### src/sv/esv_pkg.sv
// Shared types and constants of the ElGamal sign and verify unit.
`timescale 1ns / 1ps
package esv_pkg;

  localparam int W = 16;
  localparam int W2 = 2 * W;
  localparam int CW = W + 3;
  localparam int DCW = $clog2(W2 + 1);

  localparam logic [1:0] CFG_MODULUS = 2'd0;
  localparam logic [1:0] CFG_GENERATOR = 2'd1;
  localparam logic [1:0] CFG_PRIVATE = 2'd2;
  localparam logic [1:0] CFG_PUBLIC = 2'd3;

  localparam logic [1:0] ST_OK = 2'd0;
  localparam logic [1:0] ST_HASH = 2'd1;
  localparam logic [1:0] ST_NONCE = 2'd2;
  localparam logic [1:0] ST_COPRIME = 2'd3;

  typedef enum logic [4:0] {
    OP_NONE,
    OP_LOAD,
    OP_EUC_INIT,
    OP_EUC_DIV,
    OP_EUC_UPD,
    OP_EUC_UPD2,
    OP_EUC_FIN,
    OP_POW_GK,
    OP_POW_YR,
    OP_POW_RS,
    OP_POW_GM,
    OP_MUL_ACC,
    OP_MUL_SQR,
    OP_MUL_T1,
    OP_SAVE_R,
    OP_SAVE_T1,
    OP_MUL_XR,
    OP_DIFF,
    OP_MUL_S
  } op_t;

  typedef struct packed {
    op_t op;
  } dp_cmd_t;

  typedef struct packed {
    logic div_done;
    logic exp_zero;
    logic exp_lsb;
    logic r_zero;
    logic gcd_one;
    logic is_verify;
    logic chk_err;
    logic vrange;
  } dp_stat_t;

endpackage

### src/sv/esv_div.sv
// Iterative restoring divider: one quotient bit per cycle.
`timescale 1ns / 1ps
module esv_div import esv_pkg::*; (
  input  logic          clk,
  input  logic          rst,
  input  logic          start,
  input  logic [W2-1:0] dividend,
  input  logic [W-1:0]  divisor,
  output logic          done,
  output logic [W2-1:0] quot,
  output logic [W-1:0]  rem
);

  logic           busy;
  logic [DCW-1:0] cnt;
  logic [W-1:0]   dsr;
  logic [W:0]     trial;

  assign trial = {rem, quot[W2-1]};

  always_ff @(posedge clk) begin
    if (rst) begin
      busy <= 1'b0;
      done <= 1'b0;
      cnt <= '0;
    end else begin
      done <= 1'b0;
      if (start) begin
        busy <= 1'b1;
        cnt <= DCW'(W2);
      end else if (busy) begin
        cnt <= cnt - 1'b1;
        if (cnt == DCW'(1)) begin
          busy <= 1'b0;
          done <= 1'b1;
        end
      end
    end
  end

  // quot holds the shrinking dividend and the growing quotient together
  always_ff @(posedge clk) begin
    if (start) begin
      quot <= dividend;
      rem <= '0;
      dsr <= divisor;
    end else if (busy) begin
      if (trial >= {1'b0, dsr}) begin
        rem <= W'(trial - {1'b0, dsr});
        quot <= {quot[W2-2:0], 1'b1};
      end else begin
        rem <= W'(trial);
        quot <= {quot[W2-2:0], 1'b0};
      end
    end
  end

endmodule

### src/sv/esv_dp.sv
// Datapath: registers, input latch, shared modular multiplier and Euclid state.
`timescale 1ns / 1ps
module esv_dp import esv_pkg::*; (
  input  logic         clk,
  input  logic         rst,
  input  logic         cfg_valid,
  input  logic [1:0]   cfg_index,
  input  logic [W-1:0] cfg_data,
  input  logic         command,
  input  logic [W-1:0] message_hash,
  input  logic [W-1:0] nonce,
  input  logic [W-1:0] sig_r_in,
  input  logic [W-1:0] sig_s_in,
  input  dp_cmd_t      cmd,
  output dp_stat_t     stat,
  output logic [W-1:0] res_r,
  output logic [W-1:0] res_s,
  output logic         res_valid,
  output logic [1:0]   res_status
);

  typedef enum logic [1:0] {D_ACC, D_BAS, D_Q} dest_t;

  logic [W-1:0] modulus, generator, private_key, public_key;
  logic         in_cmd;
  logic [W-1:0] in_m, in_k, in_r, in_s;
  logic [W-1:0] acc, bas, expo, rsig, t1, q, rem_r, old_r, rr;
  logic signed [CW-1:0] oc, cc, qc, nn_s;
  dest_t        dest;

  logic          div_start, div_done;
  logic [W2-1:0] div_dvd, div_quot;
  logic [W-1:0]  div_dsr, div_rem, n;
  logic          chk_hash, chk_nonce, vrange, sign_ok;

  assign n = modulus - 1'b1;
  assign nn_s = signed'({{(CW - W){1'b0}}, n});

  esv_div u_div (
    .clk(clk), .rst(rst), .start(div_start), .dividend(div_dvd),
    .divisor(div_dsr), .done(div_done), .quot(div_quot), .rem(div_rem)
  );

  always_comb begin
    div_start = 1'b0;
    div_dvd = '0;
    div_dsr = modulus;
    case (cmd.op)
      OP_MUL_ACC: begin
        div_start = 1'b1;
        div_dvd = W2'(acc) * W2'(bas);
      end
      OP_MUL_SQR: begin
        div_start = 1'b1;
        div_dvd = W2'(bas) * W2'(bas);
      end
      OP_MUL_T1: begin
        div_start = 1'b1;
        div_dvd = W2'(acc) * W2'(t1);
      end
      OP_MUL_XR: begin
        div_start = 1'b1;
        div_dvd = W2'(private_key) * W2'(rsig);
        div_dsr = n;
      end
      OP_MUL_S: begin
        div_start = 1'b1;
        div_dvd = W2'(acc) * W2'(t1);
        div_dsr = n;
      end
      OP_EUC_DIV: begin
        div_start = 1'b1;
        div_dvd = W2'(old_r);
        div_dsr = rr;
      end
      default: ;
    endcase
  end

  always_ff @(posedge clk) begin
    if (rst) begin
      modulus <= W'(3);
      generator <= W'(2);
      private_key <= W'(2);
      public_key <= W'(1);
    end else if (cfg_valid) begin
      case (cfg_index)
        CFG_MODULUS:   modulus <= cfg_data;
        CFG_GENERATOR: generator <= cfg_data;
        CFG_PRIVATE:   private_key <= cfg_data;
        CFG_PUBLIC:    public_key <= cfg_data;
        default: ;
      endcase
    end
  end

  always_ff @(posedge clk) begin
    if (div_done) begin
      case (dest)
        D_ACC: acc <= div_rem;
        D_BAS: begin
          bas <= div_rem;
          expo <= expo >> 1;
        end
        D_Q: begin
          q <= div_quot[W-1:0];
          rem_r <= div_rem;
        end
        default: ;
      endcase
    end
    case (cmd.op)
      OP_LOAD: begin
        in_cmd <= command;
        in_m <= message_hash;
        in_k <= nonce;
        in_r <= sig_r_in;
        in_s <= sig_s_in;
      end
      OP_EUC_INIT: begin
        old_r <= (in_k == n) ? '0 : in_k;
        rr <= n;
        oc <= CW'(1);
        cc <= '0;
      end
      OP_EUC_DIV: dest <= D_Q;
      OP_EUC_UPD: begin
        old_r <= rr;
        rr <= rem_r;
        qc <= CW'(signed'({1'b0, q}) * cc);
      end
      OP_EUC_UPD2: begin
        oc <= cc;
        cc <= oc - qc;
      end
      OP_EUC_FIN: begin
        if (oc < 0) t1 <= W'(oc + nn_s);
        else if (oc >= nn_s) t1 <= W'(oc - nn_s);
        else t1 <= W'(oc);
      end
      OP_POW_GK: begin
        acc <= W'(1);
        bas <= generator;
        expo <= in_k;
      end
      OP_POW_YR: begin
        acc <= W'(1);
        bas <= public_key;
        expo <= in_r;
      end
      OP_POW_RS: begin
        acc <= W'(1);
        bas <= in_r;
        expo <= in_s;
      end
      OP_POW_GM: begin
        acc <= W'(1);
        bas <= generator;
        expo <= in_m;
      end
      OP_MUL_ACC, OP_MUL_T1, OP_MUL_XR, OP_MUL_S: dest <= D_ACC;
      OP_MUL_SQR: dest <= D_BAS;
      OP_SAVE_R: rsig <= acc;
      OP_SAVE_T1: t1 <= acc;
      OP_DIFF: begin
        if (in_m >= acc) acc <= in_m - acc;
        else acc <= W'({1'b0, in_m} + {1'b0, n} - {1'b0, acc});
      end
      default: ;
    endcase
  end

  assign chk_hash = (modulus <= W'(3)) || (in_m <= W'(1)) || (in_m >= n);
  assign chk_nonce = (in_k == '0) || (in_k > n);
  assign vrange = (modulus >= W'(2)) && (in_r != '0) && (in_r <= n) && (in_s < n);

  always_comb begin
    if (in_cmd) res_status = ST_OK;
    else if (chk_hash) res_status = ST_HASH;
    else if (chk_nonce) res_status = ST_NONCE;
    else if (old_r != W'(1)) res_status = ST_COPRIME;
    else res_status = ST_OK;
  end

  assign sign_ok = !in_cmd && (res_status == ST_OK);
  assign res_r = sign_ok ? rsig : '0;
  assign res_s = sign_ok ? acc : '0;
  assign res_valid = in_cmd && vrange && (acc == t1);

  always_comb begin
    stat.div_done = div_done;
    stat.exp_zero = (expo == '0);
    stat.exp_lsb = expo[0];
    stat.r_zero = (rr == '0);
    stat.gcd_one = (old_r == W'(1));
    stat.is_verify = in_cmd;
    stat.chk_err = chk_hash || chk_nonce;
    stat.vrange = vrange;
  end

endmodule

### src/sv/esv_ctrl.sv
// Controller: sequences Euclid, exponentiations and products on the datapath.
`timescale 1ns / 1ps
module esv_ctrl import esv_pkg::*; (
  input  logic     clk,
  input  logic     rst,
  input  logic     in_valid,
  output logic     in_ready,
  input  logic     out_free,
  output logic     load_out,
  input  dp_stat_t stat,
  output dp_cmd_t  cmd
);

  typedef enum logic [20:0] {
    S_IDLE  = 21'h000001,
    S_CHECK = 21'h000002,
    S_EDIV  = 21'h000004,
    S_EWAIT = 21'h000008,
    S_EUPD  = 21'h000010,
    S_EUPD2 = 21'h000020,
    S_ELOOP = 21'h000040,
    S_GCD   = 21'h000080,
    S_PINIT = 21'h000100,
    S_PCHK  = 21'h000200,
    S_PACCW = 21'h000400,
    S_PSQR  = 21'h000800,
    S_PSQRW = 21'h001000,
    S_XR    = 21'h002000,
    S_XRW   = 21'h004000,
    S_DIFF  = 21'h008000,
    S_MS    = 21'h010000,
    S_MSW   = 21'h020000,
    S_T1W   = 21'h040000,
    S_T1S   = 21'h080000,
    S_FIN   = 21'h100000
  } state_t;

  typedef enum logic [1:0] {PH_GK, PH_YR, PH_RS, PH_GM} ph_t;

  state_t state, state_next;
  ph_t    phase, phase_next;

  assign in_ready = (state == S_IDLE);

  always_ff @(posedge clk) begin
    if (rst) begin
      state <= S_IDLE;
      phase <= PH_GK;
    end else begin
      state <= state_next;
      phase <= phase_next;
    end
  end

  always_comb begin
    state_next = state;
    phase_next = phase;
    cmd.op = OP_NONE;
    load_out = 1'b0;
    case (state)
      S_IDLE: begin
        if (in_valid) begin
          cmd.op = OP_LOAD;
          state_next = S_CHECK;
        end
      end
      S_CHECK: begin
        if (stat.is_verify) begin
          if (stat.vrange) begin
            phase_next = PH_YR;
            state_next = S_PINIT;
          end else begin
            state_next = S_FIN;
          end
        end else if (stat.chk_err) begin
          state_next = S_FIN;
        end else begin
          cmd.op = OP_EUC_INIT;
          state_next = S_EDIV;
        end
      end
      S_EDIV: begin
        cmd.op = OP_EUC_DIV;
        state_next = S_EWAIT;
      end
      S_EWAIT: if (stat.div_done) state_next = S_EUPD;
      S_EUPD: begin
        cmd.op = OP_EUC_UPD;
        state_next = S_EUPD2;
      end
      S_EUPD2: begin
        cmd.op = OP_EUC_UPD2;
        state_next = S_ELOOP;
      end
      S_ELOOP: begin
        if (stat.r_zero) begin
          cmd.op = OP_EUC_FIN;
          state_next = S_GCD;
        end else begin
          state_next = S_EDIV;
        end
      end
      S_GCD: begin
        if (stat.gcd_one) begin
          phase_next = PH_GK;
          state_next = S_PINIT;
        end else begin
          state_next = S_FIN;
        end
      end
      S_PINIT: begin
        case (phase)
          PH_GK:   cmd.op = OP_POW_GK;
          PH_YR:   cmd.op = OP_POW_YR;
          PH_RS:   cmd.op = OP_POW_RS;
          PH_GM:   cmd.op = OP_POW_GM;
          default: cmd.op = OP_NONE;
        endcase
        state_next = S_PCHK;
      end
      S_PCHK: begin
        if (!stat.exp_zero) begin
          if (stat.exp_lsb) begin
            cmd.op = OP_MUL_ACC;
            state_next = S_PACCW;
          end else begin
            cmd.op = OP_MUL_SQR;
            state_next = S_PSQRW;
          end
        end else begin
          case (phase)
            PH_GK: begin
              cmd.op = OP_SAVE_R;
              state_next = S_XR;
            end
            PH_YR: begin
              cmd.op = OP_SAVE_T1;
              phase_next = PH_RS;
              state_next = S_PINIT;
            end
            PH_RS: begin
              cmd.op = OP_MUL_T1;
              state_next = S_T1W;
            end
            default: state_next = S_FIN;
          endcase
        end
      end
      S_PACCW: if (stat.div_done) state_next = S_PSQR;
      S_PSQR: begin
        cmd.op = OP_MUL_SQR;
        state_next = S_PSQRW;
      end
      S_PSQRW: if (stat.div_done) state_next = S_PCHK;
      S_XR: begin
        cmd.op = OP_MUL_XR;
        state_next = S_XRW;
      end
      S_XRW: if (stat.div_done) state_next = S_DIFF;
      S_DIFF: begin
        cmd.op = OP_DIFF;
        state_next = S_MS;
      end
      S_MS: begin
        cmd.op = OP_MUL_S;
        state_next = S_MSW;
      end
      S_MSW: if (stat.div_done) state_next = S_FIN;
      S_T1W: if (stat.div_done) state_next = S_T1S;
      S_T1S: begin
        cmd.op = OP_SAVE_T1;
        phase_next = PH_GM;
        state_next = S_PINIT;
      end
      S_FIN: begin
        if (out_free) begin
          load_out = 1'b1;
          state_next = S_IDLE;
        end
      end
      default: state_next = S_IDLE;
    endcase
  end

endmodule

### src/sv/elgamal_sign_verify_core.sv
// Top level of the ElGamal sign and verify unit.
`timescale 1ns / 1ps
// Usage:
//   cfg channel (cfg_valid/cfg_ready, cfg_index, cfg_data) writes modulus (0),
//   generator (1), private_key (2) and public_key (3); cfg_ready is always high.
//   Write configuration only while no request is in flight.
//   in channel (in_valid/in_ready) takes one request: command 0 signs
//   message_hash with nonce, command 1 verifies sig_r_in/sig_s_in.
//   out channel (out_valid/out_ready) returns one result per request:
//   sig_r_out, sig_s_out, sig_valid and status.
// Sequencing:
//   One request at a time. Every modular product runs through one shared
//   multiplier followed by a 32-step restoring divider. An exponentiation
//   costs one product per exponent bit plus one per set bit. Signing adds
//   an extended Euclid pass with one divider run per quotient step. A
//   request with a range error runs no product; the longest request is a
//   full verify with three 16-bit exponents.
// Reset: rst clears control state and loads the register defaults
//   (3, 2, 2, 1); no result is pending afterward.
// Stall: a finished result sits in the output register; while it is full and
//   out_ready is low the core holds the next result in its final state and takes no request.
module elgamal_sign_verify_core import esv_pkg::*; (
  input  logic         clk,
  input  logic         rst,
  input  logic         cfg_valid,
  output logic         cfg_ready,
  input  logic [1:0]   cfg_index,
  input  logic [W-1:0] cfg_data,
  input  logic         in_valid,
  output logic         in_ready,
  input  logic         command,
  input  logic [W-1:0] message_hash,
  input  logic [W-1:0] nonce,
  input  logic [W-1:0] sig_r_in,
  input  logic [W-1:0] sig_s_in,
  output logic         out_valid,
  input  logic         out_ready,
  output logic [W-1:0] sig_r_out,
  output logic [W-1:0] sig_s_out,
  output logic         sig_valid,
  output logic [1:0]   status
);

  dp_cmd_t      cmd;
  dp_stat_t     stat;
  logic         load_out, out_free;
  logic [W-1:0] res_r, res_s;
  logic         res_valid;
  logic [1:0]   res_status;

  assign cfg_ready = 1'b1;
  // the output slot frees when empty or being drained this cycle
  assign out_free = !out_valid || out_ready;

  esv_ctrl u_ctrl (
    .clk(clk), .rst(rst), .in_valid(in_valid), .in_ready(in_ready),
    .out_free(out_free), .load_out(load_out), .stat(stat), .cmd(cmd)
  );

  esv_dp u_dp (
    .clk(clk), .rst(rst), .cfg_valid(cfg_valid), .cfg_index(cfg_index),
    .cfg_data(cfg_data), .command(command), .message_hash(message_hash),
    .nonce(nonce), .sig_r_in(sig_r_in), .sig_s_in(sig_s_in), .cmd(cmd),
    .stat(stat), .res_r(res_r), .res_s(res_s), .res_valid(res_valid),
    .res_status(res_status)
  );

  // hold the result until the receiver takes it
  always_ff @(posedge clk) begin
    if (rst) begin
      out_valid <= 1'b0;
    end else if (load_out) begin
      out_valid <= 1'b1;
    end else if (out_ready) begin
      out_valid <= 1'b0;
    end
  end

  always_ff @(posedge clk) begin
    if (load_out) begin
      sig_r_out <= res_r;
      sig_s_out <= res_s;
      sig_valid <= res_valid;
      status <= res_status;
    end
  end

endmodule

### config.mk
export PLATFORM = sky130hd
export DESIGN_NAME = elgamal_sign_verify_core
export DESIGN_NICKNAME = d
export VERILOG_FILES = /design/src/sv/esv_pkg.sv /design/src/sv/esv_div.sv /design/src/sv/esv_dp.sv /design/src/sv/esv_ctrl.sv /design/src/sv/elgamal_sign_verify_core.sv
export SDC_FILE = /design/constraint.sdc
export NUM_CORES = 2
export LEC_CHECK = 0
export BUFFER_PORTS_ARGS = -buffer_cell sky130_fd_sc_hd__buf_2
export CAP_MARGIN = 25
export CORE_MARGIN = 1
export CORE_UTILIZATION = 45
export DETAILED_ROUTE_END_ITERATION = 10
export GPL_TIMING_DRIVEN = 0
export PLACE_DENSITY = 0.56
export SETUP_SLACK_MARGIN = 0.05
export SYNTH_ARGS = -nofsm -noshare
export SYNTH_HDL_FRONTEND = slang
export SYNTH_SLANG_ARGS = --single-unit
### constraint.sdc
create_clock -name clk -period 18.65 [get_ports clk]
set_input_delay 0.9325 -clock clk [delete_from_list [all_inputs] [get_ports clk]]
set_output_delay 0.9325 -clock clk [all_outputs]
set_load 0.01 [all_outputs]
==> flow_metrics.env <==
export IMPL_yosys_warnings=0
export IMPL_die_h_um=379
export IMPL_finalNonFillerCells=9144
export IMPL_clock_skew_ps=59.1
export IMPL_path_class="flip-flop to flip-flop"
export IMPL_synth_cell_types=94
export IMPL_ir_worst_vdd_mv=0.0748
export IMPL_setup_violations=0
export IMPL_rr_startpoint="u_dp.bas[6]"
export IMPL_worst_pin_slew_ps=1170
export IMPL_power_density_nw_per_um2=41.3
export IMPL_pin_count=126
export IMPL_min_period_ps=9340
export IMPL_clockRootBuffer="clkbuf_16"
export IMPL_cts_hold_buffers=0
export IMPL_syn_to_final_growth_pct=8.23
export IMPL_synthesis_nets=8620
export IMPL_clock_path_buffers=3
export IMPL_post_cts_resized=0
export IMPL_grt_overflow_total=0
export IMPL_wl_um=233000
export IMPL_required_ps=19010
export IMPL_whs_ps=450
export IMPL_final_common_cell="inv_1"
export IMPL_die_w_um=379
export IMPL_synth_edf_count=351
export IMPL_dieArea_sq_um=144000
export IMPL_fin_ws_ps=9310
export IMPL_grt_pass1_wl_um=345000
export IMPL_hold_path_class="primary input to flip-flop"
export IMPL_clock_fmax_mhz=107
export IMPL_synthCells=6990
export IMPL_synth_xor_area_share=0.0347
export IMPL_place_inst=9035
export IMPL_finalHoldViolCount=0
export IMPL_regArea_sq_um=12800
export IMPL_grtUsageTotal=0.329
export IMPL_multi_input_area_sq_um=45700
export IMPL_rsz0062_at_grt="false"
export IMPL_crit_path_max_fanout=10
export IMPL_min_from="message_hash[10]"
export IMPL_cts_sinks=463
export IMPL_post_drt_wl_per_cell_um=25.5
export IMPL_netlist_area_sq_um=64100
export IMPL_fill_cells=13687
export IMPL_grt_max_degree=39
export IMPL_mostFrequentLayoutCells="1207 x inv_1, 994 x nand2_1, 886 x fa_1"
export IMPL_htreeDepth=2
export IMPL_final_layout_size_suffix_gt1_frac=0.0477
export IMPL_finalSetupTns_ps=0
export IMPL_ys_ff_latch=463
export IMPL_hpwlAfterDp_um=192000
export IMPL_fin_util=0.490
export IMPL_row_count=138
export IMPL_ys_seq_area_frac=0.199
export IMPL_synth_top_family_by_area="adder cells"
export IMPL_drtAntennaViolNets=0
export IMPL_synth_compound_area_frac=0.0959
export IMPL_finalCritPeriodShare=0.501
export IMPL_startpoint_type="flip-flop"
export IMPL_final_cell_area_sq_um=69400
export IMPL_clk_latency_ps=660
export IMPL_status="complete, no violations"
export IMPL_avgViaCountPerCell=5.67
export IMPL_cts_buffers=52
export IMPL_synth_adder_area_share=0.405
export IMPL_drt_iter0_markers=5194
export IMPL_slew_violations=0
export IMPL_dpl_worst_slack_ps=9380
export IMPL_grt_pass1_vias=51959
export IMPL_regToRegSetupSlack_ps=9310
export IMPL_antenna_found_initial=11
export IMPL_route_detailed_drc=0
export IMPL_finalPower_mw=2.87
export IMPL_initial_utilization=0.453
export IMPL_gp_congestion=1.02
export IMPL_numPortBuffers=123
export IMPL_synthMuxAreaShare=0.00867
export IMPL_core_sq_um=141000
export IMPL_cp_arrival_ps=9700
export IMPL_syn_area_per_cell_sq_um=9.17
export IMPL_leakage_nw=32.0
export IMPL_path_clk_slew_ps=70
export IMPL_worstSetupStartpoint="u_dp.bas[6]"
export IMPL_cts_tree="done"
export IMPL_cap_viol_max_count=0
export IMPL_drtPass1Iterations=9
export IMPL_maxSlewHeadroom=0.222
export IMPL_post_dp_cell_area_sq_um=67500
export IMPL_cts_setup_buffers=0
export IMPL_yosys_area_share_simple=0.167
export IMPL_num_vias=51804
export IMPL_synth_async_reset_ratio=0
export IMPL_nets=8834
export IMPL_synth_main_ff_cell="edfxtp_1"
export IMPL_cp_end_kind="flip-flop"
## registers in the layout, summed over array words and instances (netlist names), 19 cells and up
register         flops
u_dp.u_div.quot     32
u_ctrl.state        21
u_dp.cc             19
u_dp.oc             19
u_dp.qc             19
## final timing paths
check	to	cells after the start
max	u_dp.u_div.quot[21]	22
min	u_dp.in_m[10]	1
max reg2reg	u_dp.u_div.quot[21]	22
min reg2reg	u_dp.generator[14]	2
## power breakdown
part / internal [mW] / switching, mW / leakage (nW) / total (mW)
sequential: 1.14 / 0.0543 / 4.13 / 1.19
clock: 0.621 / 0.480 / 0.839 / 1.10
combinational: 0.213 / 0.359 / 27.1 / 0.572
## cell type report
type | instances | area share
Clock buffer | 63 | 0.0195
Inverter | 1219 | 0.0660
Timing Repair Buffer | 160 | 0.0146
Tap cell | 1890 | 0.0341
Multi-Input combinational cell | 5018 | 0.659
Sequential cell | 463 | 0.184
Antenna cell | 6 | 0.000217
Buffer | 290 | 0.0166
Clock inverter | 35 | 0.00621
## routing by layer
layer  vias to the layer above  global-route usage  routed length (um)
met1                     26052               0.457               98900
met2                      2317               0.514              104000
li1                      23034                   -                   -
met4                         2               0.115                9680
met3                       399              0.0600               21000
met5                         -             0.00892                  13
## cell usage after synthesis, types with 27 or more instances
library cell | number | area share
nor4_1 | 45 | 0.0044
nand2_1 | 995 | 0.058
nand2b_1 | 42 | 0.0041
and2_1 | 456 | 0.045
xor2_1 | 84 | 0.011
nor2_1 | 281 | 0.016
o21ai_0 | 186 | 0.015
ha_1 | 656 | 0.13
dfxtp_1 | 112 | 0.035
nand3_1 | 90 | 0.0070
a21o_1 | 84 | 0.0098
fa_1 | 886 | 0.28
o211ai_1 | 45 | 0.0053
or3_1 | 30 | 0.0029
xnor2_1 | 170 | 0.023
a31oi_1 | 29 | 0.0028
nor2b_1 | 32 | 0.0031
mux2i_1 | 44 | 0.0069
clkbuf_1 | 260 | 0.015
a21oi_1 | 292 | 0.023
o21a_1 | 39 | 0.0046
a22oi_1 | 29 | 0.0034
and3_1 | 27 | 0.0026
o21bai_1 | 32 | 0.0037
inv_1 | 1207 | 0.071
edfxtp_1 | 351 | 0.16
nor3_1 | 99 | 0.0077
## critical path, cell delays in order, from the launching register on
cell      delay (ps)
edfxtp_1         780
clkbuf_1         660
clkbuf_1         810
nand2_1          190
fa_1             580
fa_1             500
inv_1             50
fa_1             480
fa_1             500
fa_1             490
inv_1             60
fa_1             470
inv_1             40
ha_1             380
nand4_1          140
nand3_1          190
a221oi_1         520
nor2b_1          100
o21a_1           200
o311ai_0         850
o21ai_0          530
a311oi_1         400
a21oi_1          110
## logic make-up after synthesis
kind of cell    Yosys count
other cells               1
flops                   463
simple gates           2221
mux                      54
buf+inv                1509
fa+ha+maj              1542
compound gates          946
xor+xnor                254
(Power assumes the default switching activity.)
